File: src/hdl/bounded_array_list_macros.svh
// Assertion helpers shared by the list RTL.
`ifndef BOUNDED_ARRAY_LIST_MACROS_SVH
`define BOUNDED_ARRAY_LIST_MACROS_SVH

// Consequent checked in the same cycle as the antecedent.
`define BAL_ASSERT_SAME(lbl, clk, rst_n, ante, cons, msg) \
    lbl: assert property (@(posedge clk) disable iff (!rst_n) (ante) |-> (cons)) \
        else $error(msg);

// Consequent checked in the cycle after the antecedent.
`define BAL_ASSERT_NEXT(lbl, clk, rst_n, ante, cons, msg) \
    lbl: assert property (@(posedge clk) disable iff (!rst_n) (ante) |=> (cons)) \
        else $error(msg);

`endif

File: src/hdl/bal_pkg.sv
package bal_pkg;

    // Field widths
    localparam int OP_W      = 3;
    localparam int WORD_W    = 32;
    localparam int POS_W     = 3;
    localparam int STAT_W    = 2;
    localparam int CNT_W     = 4;
    localparam int S_TDATA_W = 40;
    localparam int M_TDATA_W = 40;

    // Request codes
    typedef enum logic [OP_W-1:0] {
        OP_INS_FRONT = 3'd0,
        OP_INS_BACK  = 3'd1,
        OP_INS_AT    = 3'd2,
        OP_DEL_FRONT = 3'd3,
        OP_DEL_BACK  = 3'd4,
        OP_DEL_AT    = 3'd5,
        OP_READ      = 3'd6
    } t_op;

    // Response status codes
    typedef enum logic [STAT_W-1:0] {
        ST_OK    = 2'd0,
        ST_DROP  = 2'd1,
        ST_EMPTY = 2'd2,
        ST_RANGE = 2'd3
    } t_status;

endpackage

File: src/hdl/bal_ram.sv
module bal_ram #(
    parameter int DEPTH = 8,
    parameter int AW    = 3
) (
    input  logic                       i_clk,
    input  logic                       i_we,
    input  logic [AW-1:0]              i_waddr,
    input  logic [bal_pkg::WORD_W-1:0] i_wdata,
    input  logic                       i_re,
    input  logic [AW-1:0]              i_raddr,
    output logic [bal_pkg::WORD_W-1:0] o_rdata
);
    import bal_pkg::*;

    logic [WORD_W-1:0] r_mem [DEPTH];
    logic [WORD_W-1:0] r_rdata;

    // Write port
    always_ff @(posedge i_clk) begin
        if (i_we) begin
            r_mem[i_waddr] <= i_wdata;
        end
    end

    // Registered read port
    always_ff @(posedge i_clk) begin
        if (i_re) begin
            r_rdata <= r_mem[i_raddr];
        end
    end

    assign o_rdata = r_rdata;

endmodule

File: src/hdl/bounded_array_list.sv
// Sequence: a read, back insert, back delete, rejected or unknown request goes from S_IDLE
//   straight to S_FIN, which registers the response; a shift passes through S_MOVE first.
// Throughput: one request at a time; the next is taken once the response is registered.
//   The list memory (one read, one write port) moves one entry per cycle during a shift.
// Reset: synchronous, active low; clears the fill count and handshake state. List
//   contents are not cleared and only slots below the count are ever read.
`include "bounded_array_list_macros.svh"

module bounded_array_list #(
    parameter int CAPACITY = 8
) (
    input  logic                          i_clk,
    input  logic                          i_rst_n,
    input  logic                          i_s_axis_tvalid,
    output logic                          o_s_axis_tready,
    // [2:0] op, [34:3] value, [37:35] position, [39:38] zero
    input  logic [bal_pkg::S_TDATA_W-1:0] i_s_axis_tdata,
    output logic                          o_m_axis_tvalid,
    input  logic                          i_m_axis_tready,
    // [1:0] status, [5:2] fill_count, [37:6] read_value, [39:38] zero
    output logic [bal_pkg::M_TDATA_W-1:0] o_m_axis_tdata
);
    import bal_pkg::*;

    localparam int CW = $clog2(CAPACITY + 1);
    localparam int XW = (CW > POS_W) ? CW + 1 : POS_W + 1;
    localparam int AW = (CAPACITY > 1) ? $clog2(CAPACITY) : 1;
    localparam logic [XW-1:0] CAP_X = XW'(CAPACITY);

    typedef enum logic [2:0] {
        S_IDLE = 3'b001,
        S_MOVE = 3'b010,
        S_FIN  = 3'b100
    } t_state;

    // Control registers
    t_state              r_state, n_state;
    logic [CW-1:0]       r_count, n_count;
    logic                r_m_valid, n_m_valid;
    logic                r_wr_pend, n_wr_pend;
    logic [CW-1:0]       r_left, n_left;

    // Payload registers
    t_status             r_status, n_status;
    logic                r_is_rd, n_is_rd;
    logic                r_ins, n_ins;
    logic                r_dn, n_dn;
    logic [AW-1:0]       r_pos, n_pos;
    logic [WORD_W-1:0]   r_value, n_value;
    logic [AW-1:0]       r_src, n_src;
    logic [AW-1:0]       r_wr_addr, n_wr_addr;
    logic [M_TDATA_W-1:0] r_m_data, n_m_data;

    // Request fields
    t_op                 in_op;
    logic [WORD_W-1:0]   in_value;
    logic [XW-1:0]       pos_x;
    logic [XW-1:0]       cnt_x;
    logic                full;
    logic                empty;
    logic                accept;

    // Decode results
    t_status             d_status;
    logic [CW-1:0]       d_count;
    logic                d_move;
    logic                d_ins;
    logic                d_dn;
    logic [XW-1:0]       d_left;
    logic [XW-1:0]       d_src;
    logic                d_bwe;
    logic                d_rd;
    logic [XW-1:0]       top_x;
    logic [XW-1:0]       ins_pos;
    logic [XW-1:0]       del_pos;
    logic [XW-1:0]       baddr_x;

    // Memory port
    logic                ram_we;
    logic [AW-1:0]       ram_waddr;
    logic [WORD_W-1:0]   ram_wdata;
    logic                ram_re;
    logic [AW-1:0]       ram_raddr;
    logic [WORD_W-1:0]   ram_rdata;
    logic                move_done;

    assign in_op    = t_op'(i_s_axis_tdata[2:0]);
    assign in_value = i_s_axis_tdata[34:3];
    assign pos_x    = XW'(i_s_axis_tdata[37:35]);
    assign cnt_x    = XW'(r_count);
    assign full     = (cnt_x == CAP_X);
    assign empty    = (cnt_x == '0);

    assign o_s_axis_tready = (r_state == S_IDLE);
    assign accept          = i_s_axis_tvalid && o_s_axis_tready;

    assign top_x   = full ? (CAP_X - XW'(1)) : cnt_x;
    assign ins_pos = (in_op == OP_INS_AT) ? pos_x : '0;
    assign del_pos = (in_op == OP_DEL_AT) ? pos_x : '0;
    assign baddr_x = full ? (CAP_X - XW'(1)) : cnt_x;

    // Request decode against the current fill count
    always_comb begin
        d_status = ST_OK;
        d_count  = r_count;
        d_move   = 1'b0;
        d_ins    = 1'b0;
        d_dn     = 1'b1;
        d_left   = '0;
        d_src    = '0;
        d_bwe    = 1'b0;
        d_rd     = 1'b0;
        unique case (in_op)
            OP_INS_FRONT, OP_INS_AT: begin
                if (in_op == OP_INS_AT && (pos_x > cnt_x || pos_x >= CAP_X)) begin
                    d_status = ST_RANGE;
                end else begin
                    d_move   = 1'b1;
                    d_ins    = 1'b1;
                    d_dn     = 1'b1;
                    d_left   = top_x - ins_pos;
                    d_src    = top_x - XW'(1);
                    d_status = full ? ST_DROP : ST_OK;
                    d_count  = full ? r_count : CW'(r_count + 1'b1);
                end
            end
            OP_INS_BACK: begin
                d_bwe    = 1'b1;
                d_status = full ? ST_DROP : ST_OK;
                d_count  = full ? r_count : CW'(r_count + 1'b1);
            end
            OP_DEL_FRONT, OP_DEL_AT: begin
                if (empty) begin
                    d_status = ST_EMPTY;
                end else if (in_op == OP_DEL_AT && pos_x >= cnt_x) begin
                    d_status = ST_RANGE;
                end else begin
                    d_move  = 1'b1;
                    d_dn    = 1'b0;
                    d_left  = cnt_x - XW'(1) - del_pos;
                    d_src   = del_pos + XW'(1);
                    d_count = CW'(r_count - 1'b1);
                end
            end
            OP_DEL_BACK: begin
                if (empty) begin
                    d_status = ST_EMPTY;
                end else begin
                    d_count = CW'(r_count - 1'b1);
                end
            end
            OP_READ: begin
                if (empty) begin
                    d_status = ST_EMPTY;
                end else if (pos_x >= cnt_x) begin
                    d_status = ST_RANGE;
                end else begin
                    d_rd = 1'b1;
                end
            end
            default: begin
            end
        endcase
    end

    assign move_done = (r_left == '0) && !r_wr_pend;

    // Memory port selection: direct access on accept, shift traffic while moving
    always_comb begin
        ram_we    = 1'b0;
        ram_waddr = r_wr_addr;
        ram_wdata = ram_rdata;
        ram_re    = 1'b0;
        ram_raddr = r_src;
        unique case (r_state)
            S_IDLE: begin
                ram_we    = accept && d_bwe;
                ram_waddr = AW'(baddr_x);
                ram_wdata = in_value;
                ram_re    = accept && d_rd;
                ram_raddr = AW'(pos_x);
            end
            S_MOVE: begin
                ram_re = (r_left != '0);
                if (r_wr_pend) begin
                    ram_we = 1'b1;
                end else if (move_done && r_ins) begin
                    ram_we    = 1'b1;
                    ram_waddr = r_pos;
                    ram_wdata = r_value;
                end
            end
            default: begin
            end
        endcase
    end

    bal_ram #(
        .DEPTH (CAPACITY),
        .AW    (AW)
    ) u_ram (
        .i_clk   (i_clk),
        .i_we    (ram_we),
        .i_waddr (ram_waddr),
        .i_wdata (ram_wdata),
        .i_re    (ram_re),
        .i_raddr (ram_raddr),
        .o_rdata (ram_rdata)
    );

    // Sequencer next state
    always_comb begin
        n_state   = r_state;
        n_count   = r_count;
        n_m_valid = r_m_valid && !i_m_axis_tready;
        n_wr_pend = r_wr_pend;
        n_left    = r_left;
        n_status  = r_status;
        n_is_rd   = r_is_rd;
        n_ins     = r_ins;
        n_dn      = r_dn;
        n_pos     = r_pos;
        n_value   = r_value;
        n_src     = r_src;
        n_wr_addr = r_wr_addr;
        n_m_data  = r_m_data;
        unique case (r_state)
            S_IDLE: begin
                if (accept) begin
                    n_count   = d_count;
                    n_status  = d_status;
                    n_is_rd   = d_rd;
                    n_ins     = d_ins;
                    n_dn      = d_dn;
                    n_pos     = AW'(ins_pos);
                    n_value   = in_value;
                    n_src     = AW'(d_src);
                    n_left    = CW'(d_left);
                    n_wr_pend = 1'b0;
                    n_state   = d_move ? S_MOVE : S_FIN;
                end
            end
            S_MOVE: begin
                // One read per cycle; its data is written one slot over next cycle
                if (r_left != '0) begin
                    n_src     = r_dn ? AW'(r_src - 1'b1) : AW'(r_src + 1'b1);
                    n_wr_addr = r_dn ? AW'(r_src + 1'b1) : AW'(r_src - 1'b1);
                    n_left    = CW'(r_left - 1'b1);
                    n_wr_pend = 1'b1;
                end else begin
                    n_wr_pend = 1'b0;
                end
                if (move_done) begin
                    n_state = S_FIN;
                end
            end
            S_FIN: begin
                if (!r_m_valid || i_m_axis_tready) begin
                    n_m_data  = {2'b00,
                                 (r_is_rd ? ram_rdata : {WORD_W{1'b0}}),
                                 CNT_W'(r_count),
                                 r_status};
                    n_m_valid = 1'b1;
                    n_state   = S_IDLE;
                end
            end
            default: begin
                n_state = S_IDLE;
            end
        endcase
    end

    // Control state
    always_ff @(posedge i_clk) begin
        if (!i_rst_n) begin
            r_state   <= S_IDLE;
            r_count   <= '0;
            r_m_valid <= 1'b0;
            r_wr_pend <= 1'b0;
            r_left    <= '0;
        end else begin
            r_state   <= n_state;
            r_count   <= n_count;
            r_m_valid <= n_m_valid;
            r_wr_pend <= n_wr_pend;
            r_left    <= n_left;
        end
    end

    // Payload
    always_ff @(posedge i_clk) begin
        r_status  <= n_status;
        r_is_rd   <= n_is_rd;
        r_ins     <= n_ins;
        r_dn      <= n_dn;
        r_pos     <= n_pos;
        r_value   <= n_value;
        r_src     <= n_src;
        r_wr_addr <= n_wr_addr;
        r_m_data  <= n_m_data;
    end

    assign o_m_axis_tvalid = r_m_valid;
    assign o_m_axis_tdata  = r_m_data;

    // Checks
    `BAL_ASSERT_SAME(a_count_bound, i_clk, i_rst_n, 1'b1, (r_count <= CW'(CAPACITY)), "fill count above capacity")
    `BAL_ASSERT_SAME(a_no_rw_clash, i_clk, i_rst_n, (ram_re && ram_we), (ram_waddr != ram_raddr), "read and write hit the same slot")
    `BAL_ASSERT_NEXT(a_count_step, i_clk, i_rst_n, accept, (r_count == $past(r_count) || r_count == CW'($past(r_count) + 1'b1) || r_count == CW'($past(r_count) - 1'b1)), "fill count moved by more than one")

endmodule
File: config.mk
export PLATFORM = sky130hd
export DESIGN_NAME = bounded_array_list
export DESIGN_NICKNAME = d
export VERILOG_FILES = /design/src/hdl/bal_pkg.sv /design/src/hdl/bal_ram.sv /design/src/hdl/bounded_array_list.sv
export VERILOG_INCLUDE_DIRS = /design/src /design/src/hdl
export SDC_FILE = /design/constraint.sdc
export NUM_CORES = 1
export LEC_CHECK = 0
export BUFFER_PORTS_ARGS = -buffer_cell sky130_fd_sc_hd__buf_2
export CAP_MARGIN = 30
export CORE_MARGIN = 1.5
export CORE_UTILIZATION = 65
export CTS_BUF_LIST = sky130_fd_sc_hd__clkbuf_16
export DETAILED_ROUTE_END_ITERATION = 8
export PLACE_DENSITY = 0.95
export RECOVER_POWER = 25
export REMOVE_ABC_BUFFERS = 1
export SYNTH_ARGS = -nofsm -noshare
export SYNTH_HDL_FRONTEND = slang
export SYNTH_SLANG_ARGS = --single-unit
File: constraint.sdc
create_clock -name i_clk -period 6.9 [get_ports i_clk]
set_input_delay 0.69 -clock i_clk [delete_from_list [all_inputs] [get_ports i_clk]]
set_output_delay 0.69 -clock i_clk [all_outputs]
set_load 0.02 [all_outputs]
Word level (Yosys, flattened, before mapping)
Memory sizes are Yosys's and may differ from the RTL's. A register that Yosys moved wholly into a read port is not among the register bits.
Cells that the tools add are included.
{"block": "op_classes", "add_sub_neg": 10, "order_cmp": 3, "eq_ne": 18, "muxes": 65, "n_bitwise": 1, "n_reduce_logical": 29}
{"cell": "$mux 32", "n": 2}
{"cell": "$pmux 32 s2", "n": 1}
{"cell": "$mux 3", "n": 16}
{"cell": "$mux 4", "n": 11}
{"cell": "$pmux 3 s2", "n": 3}
{"cell": "$mux 1", "n": 17}
{"cell": "$pmux 4 s2", "n": 2}
{"cell": "$pmux 4 s4", "n": 1}
{"cell": "$ne 2x2->1 const B", "n": 7}
{"cell": "$eq 3x3->1 const B", "n": 4}
{"cell": "$mux 2", "n": 6}
{"cell": "$sub 4x1->4 const B", "n": 3}
{"cell": "$pmux 2 s5", "n": 1}
{"cell": "$eq 3x2->1 const B", "n": 3}
{"cell": "$pmux 3 s3", "n": 1}
{"cell": "$logic_and 1x1->1", "n": 8}
{"cell": "$pmux 1 s2", "n": 4}
{"cell": "$reduce_and 2->1", "n": 4}
{"cell": "$reduce_bool 4->1", "n": 2}
{"cell": "$sub 4x3->4", "n": 2}
{"cell": "$reduce_and 7->1", "n": 1}
{"cell": "$add 3x1->3 const B", "n": 2}
{"cell": "$eq 3x1->1 const B", "n": 2}
{"cell": "$reduce_and 3->1", "n": 2}
{"cell": "15 further kinds", "n": 21}
{"block": "word_totals", "reg_bits": 97, "ram_bits": 256, "in_bits": 44, "out_inout_bits": 42, "elab_cells": 142, "memories": 1}
{"name": "u_ram.r_mem", "depth": 8, "width": 32, "rd": 1, "rd_ports_with_merged_regs": 1, "write_ports": 1, "line_no": "bal_ram.sv:15", "rtl": "logic [WORD_W-1:0] r_mem [DEPTH];"}

Depth between registers and ports, before layout
{"block": "logic_depth", "word_depth": 8, "ltp_mapped": 11, "mapped_depth_nobuf": 11}

Modules after synthesis
From an unflattened synthesis, not the netlist that was laid out.
{"block": "unflattened", "cells_unflattened": 852, "area_unflattened_um2": 15927.8}
{"module": "bal_ram", "instances": 1, "cells_each": 415, "area_per_inst_um2": 10786.6}
{"module": "bounded_array_list", "instances": 1, "cells_each": 437, "area_per_inst_um2": 5141.2}

Worst setup path after synthesis
OpenSTA, ideal clock, no wires.
{"block": "synth_path", "path_type": "register to register", "from": "register r_left[0]", "to": "memory u_ram.r_mem[0][0] (enable)", "setup_time_ns": 0.421, "arrival_ns": 3.252, "setup_slack_ns": 3.227, "path_stages_with_launch": 10, "n_path_buf": 1, "cell_sequence": "dfxtp_1 > inv_1 > ha_1 > nor3b_1 > and4_1 > buf_2 > nor2_1 > a221o_1 > or2_2 > nor2_1"}
{"block": "synth_via", "elab_chain_cells": 8, "word_cells_on_any_way": 11}
{"item": "start: declaration", "line_no": "bounded_array_list.sv:41", "rtl": "logic [CW-1:0] r_left, n_left;"}
{"item": "start signal: assignment", "line_no": "bounded_array_list.sv:286", "rtl": "r_left <= n_left;"}
{"item": "$logic_not 4->1 (*)", "line_no": "bounded_array_list.sv:166", "rtl": "assign move_done = (r_left == '0) && !r_wr_pend;"}
{"item": "$logic_and 1x1->1 (*)", "line_no": "bounded_array_list.sv:166"}
{"item": "$logic_and 1x1->1 (*)", "line_no": "bounded_array_list.sv:187", "rtl": "end else if (move_done && r_ins) begin"}
{"item": "$mux 1", "line_no": "bounded_array_list.sv:187"}
{"item": "$mux 1", "line_no": "bounded_array_list.sv:185", "rtl": "if (r_wr_pend) begin"}
{"item": "$pmux 1 s2", "line_no": "bounded_array_list.sv:175", "rtl": "unique case (r_state)"}
{"item": "$mux 1", "line_no": "bal_ram.sv:20", "rtl": "if (i_we) begin"}
{"item": "$mux 1 (implied by the code)", "line_no": "bal_ram.sv:21", "rtl": "r_mem[i_waddr] <= i_wdata;"}
{"item": "end: declaration", "line_no": "bal_ram.sv:15"}
Mark *: on every way between the ends. The rest lies on a longest branch, timed or not.

Worst setup path after layout
{"block": "layout_path", "from": "register r_left[0]", "to": "memory u_ram.r_mem[2][28] (enable)"}
Same word-level chain as after synthesis.

==> flow_metrics.py <==
metrics = {
    "logic_synthesis": {
        "avgSynthCellArea_um2": 18.38,
        "synthArstFlopShare": 0,
        "synth_top_area_cell": "edfxtp_1",
        "synth_top_area_frac": 0.7058,
        "yosysUniqueCellTypes": 63,
        "synth_warnings": 0,
        "seq_area_frac_synth": 0.7223,
        "synth_edf_count": 372,
        "synth_area_um2": 15830,
        "synth_area_leaders": "edfxtp_1 (71%), mux4_1 (8.6%), mux2_2 (2.3%), nand2_1 (1.9%), mux4_2 (1.7%)",
        "synth_flop_cell": "edfxtp_1",
        "synth-seq-cells": 385,
        "yosysMostFrequentCell": "edfxtp_1",
        "synthCells": 861,
        "yosys-top-cells-count": "edfxtp_1 (372), nand2_1 (79), mux4_1 (52)",
    },
    "route": {
        "drt_wl_total_um": 40440,
        "wire_per_inst_um": 30.89,
        "dr.pass1.iters": 8,
        "drt_iter0_drc": 1522,
        "vias": 9227,
        "viasPerCell": 7.049,
        "drc": 0,
        "antenna_left": 0,
    },
    "clocking": {
        "worstSkewPairLatency_ns": 0.54,
        "htree_levels": 2,
        "cts_root_buf": "clkbuf_16",
        "clock-sinks": 385,
        "cts_tree": "built",
        "clk_pin_slew_worst_paths_ns": 0.07,
        "ctsResizeCount": 0,
        "clk_path_buf_depth": 3,
        "post_cts_buffers": 0,
        "cts_buffers": 37,
        "holdBufCountCts": 0,
    },
    "global_route": {
        "grt_max_degree": 65,
        "antenna_found_initial": 1,
        "grtUsageTotal": 0.3267,
        "grt-ovfl-total": 0,
        "grt_pass1_wl_um": 60210,
        "grt_pass1_vias": 9459,
    },
    "floorplan": {
        "start_util": 0.6683,
        "chipWidth_um": 159.0,
        "die_area_um2": 25290,
        "ios": 86,
        "die_h_um": 159.0,
        "core_area_um2": 23680,
        "rows": 56,
    },
    "sta": {
        "hold_viol": 0,
        "rsz0062_at_grt": "false",
        "maxSlewViolCount": 58,
        "max_clock_freq_mhz": 192.8,
        "finalSetupViolCount": 0,
        "worstMarginPinSlew_ns": 2.182,
        "finalWorstSetupSlack_ns": 1.714,
        "period_minus_slack_ns": 5.186,
        "timing.slew.headroom": -0.4545,
        "tns_ns": 0,
        "fin_skew_ns": 0.02502,
        "fin_crit_sh": 0.7516,
        "timing.hold.ws_ns": 0.3476,
    },
    "job": {
        "drv_cap": 2,
    },
    "layout": {
        "fill_cells": 1250,
        "nNetsFinal": 1025,
        "drive_gt1_frac": 0.1456,
        "ff_latch_area_um2": 11430,
        "multi_input_area_um2": 4063,
        "area_growth_pct": 11.34,
    },
    "place": {
        "place.gp.congestion": 0.9224,
        "io_buffers": 81,
        "pre_cts_slack_ns": 2.341,
        "hpwl_um": 21450,
    },
    "worst_setup_path": {
        "cp.arrival_ns": 5.38,
        "cp-end-kind": "register",
        "crit_fanout": 36,
        "path_class": "register to register",
        "required_ns": 7.10,
        "worstReg2RegStart": "r_left[0]$_SDFFE_PN0P_",
        "cp-startpoint": "r_left[0]$_SDFFE_PN0P_",
        "start_kind": "register",
    },
    "worst_hold_path": {
        "min-delay-start": "i_s_axis_tdata[15]",
        "worstHoldPathType": "primary input to register",
    },
    "power": {
        "p_per_area_nw_per_um2": 311.1,
        "power.total_mw": 5.482,
        "peakVddDrop_v": 0.0002105,
        "p_leak_nw": 6.075,
    },
    "outcome": {
        "outcome": "complete, but fails checks",
        "violations": "capacitance limit, slew limit",
    },
}
==> final timing paths <==
kind | endpoint | slack, ns | cells past startpoint
worst min-delay path | r_value[12]$_DFFE_PP_ | 0.35 | 1
worst max register to register | u_ram.r_mem[2][28]$_DFFE_PP_ | 1.71 | 11
worst min register to register | o_m_axis_tdata[1]$_DFFE_PP_ | 0.43 | 0
worst max-delay path | u_ram.r_mem[2][28]$_DFFE_PP_ | 1.71 | 11
==> metal layers <==
layer,part of all wire,vias to the layer above,track usage,wire length [um]
met3,0.11,210,0.06694,4640
li1,-,3633,-,-
met1,0.33,4483,0.4127,13540
met2,0.49,901,0.5339,19730
met4,0.063,0,0.1874,2529
met5,0,-,0,0
==> flip-flops by register name (all words and copies together), names as in the netlist, 2 cells and up <==
signal          cells
r_count             4
r_value            32
u_ram.r_mem       256
r_left              4
r_state             3
o_m_axis_tdata     38
r_src               3
r_status            2
u_ram.o_rdata      32
r_pos               3
r_wr_addr           3
==> cells in the final DEF (no fill, tap or decap), drive strengths merged, types with 6 or more instances in the layout <==
cell	Yosys	layout
mux2	32	32
and2	36	36
mux4	64	64
clkbuf	15	110
nor2	28	28
buf	23	27
nor2b	7	7
edfxtp	372	372
a21o	6	6
clkinv	0	21
dfxtp	13	13
ha	16	16
a21oi	12	12
nor3	7	7
nand2b	11	11
xnor2	9	9
nand2	80	80
inv	26	31
o21ai	9	9
a22oi	32	32
==> cell families after synthesis <==
family,count (synthesis),synth area share
flops,385,0.7223
compound gates,94,0.04372
simple gates,185,0.05771
xor+xnor,13,0.007194
buf+inv,64,0.02293
other cells,1,0.0002369
fa+ha+maj,19,0.01644
mux,100,0.1295
==> where the power goes <==
group | switching (mW) | internal [mW] | leakage [nW]
combinational | 0.476 | 0.291 | 1.99
sequential | 0.0419 | 2.71 | 3.49
clock | 0.872 | 1.09 | 0.595
==> worst max-delay path, stage by stage (launching register included) <==
cell	delay, ns
dfxtp_1	0.38
inv_1	0.11
ha_1	0.25
nor3b_1	0.67
and4_1	0.29
buf_4	0.48
nor2_2	0.28
buf_4	0.34
a221o_1	0.41
nand2b_1	0.28
nor2_2	0.83
buf_4	0.46
==> per-stage QoR <==
stage	utilization	instance area (um2)	std cells
5_1_grt	0.7440	17620	1308
3_3_place_gp	0.6981	16530	1239
2_1_floorplan	-	15570	824
4_1_cts	0.7496	17750	1307
6_report	0.7441	17620	1309
3_5_place_dp	0.7004	16590	1241
==> cell type report <==
cell class | count | share of cell area
Timing Repair Buffer | 99 | 0.02627
Clock buffer | 38 | 0.05396
Multi-Input combinational cell | 413 | 0.2305
Tap cell | 319 | 0.02265
Sequential cell | 385 | 0.6487
Antenna cell | 1 | 0.0001420
Clock inverter | 28 | 0.01207
Inverter | 26 | 0.005680
No activity file was read; power rests on OpenSTA's default activity.
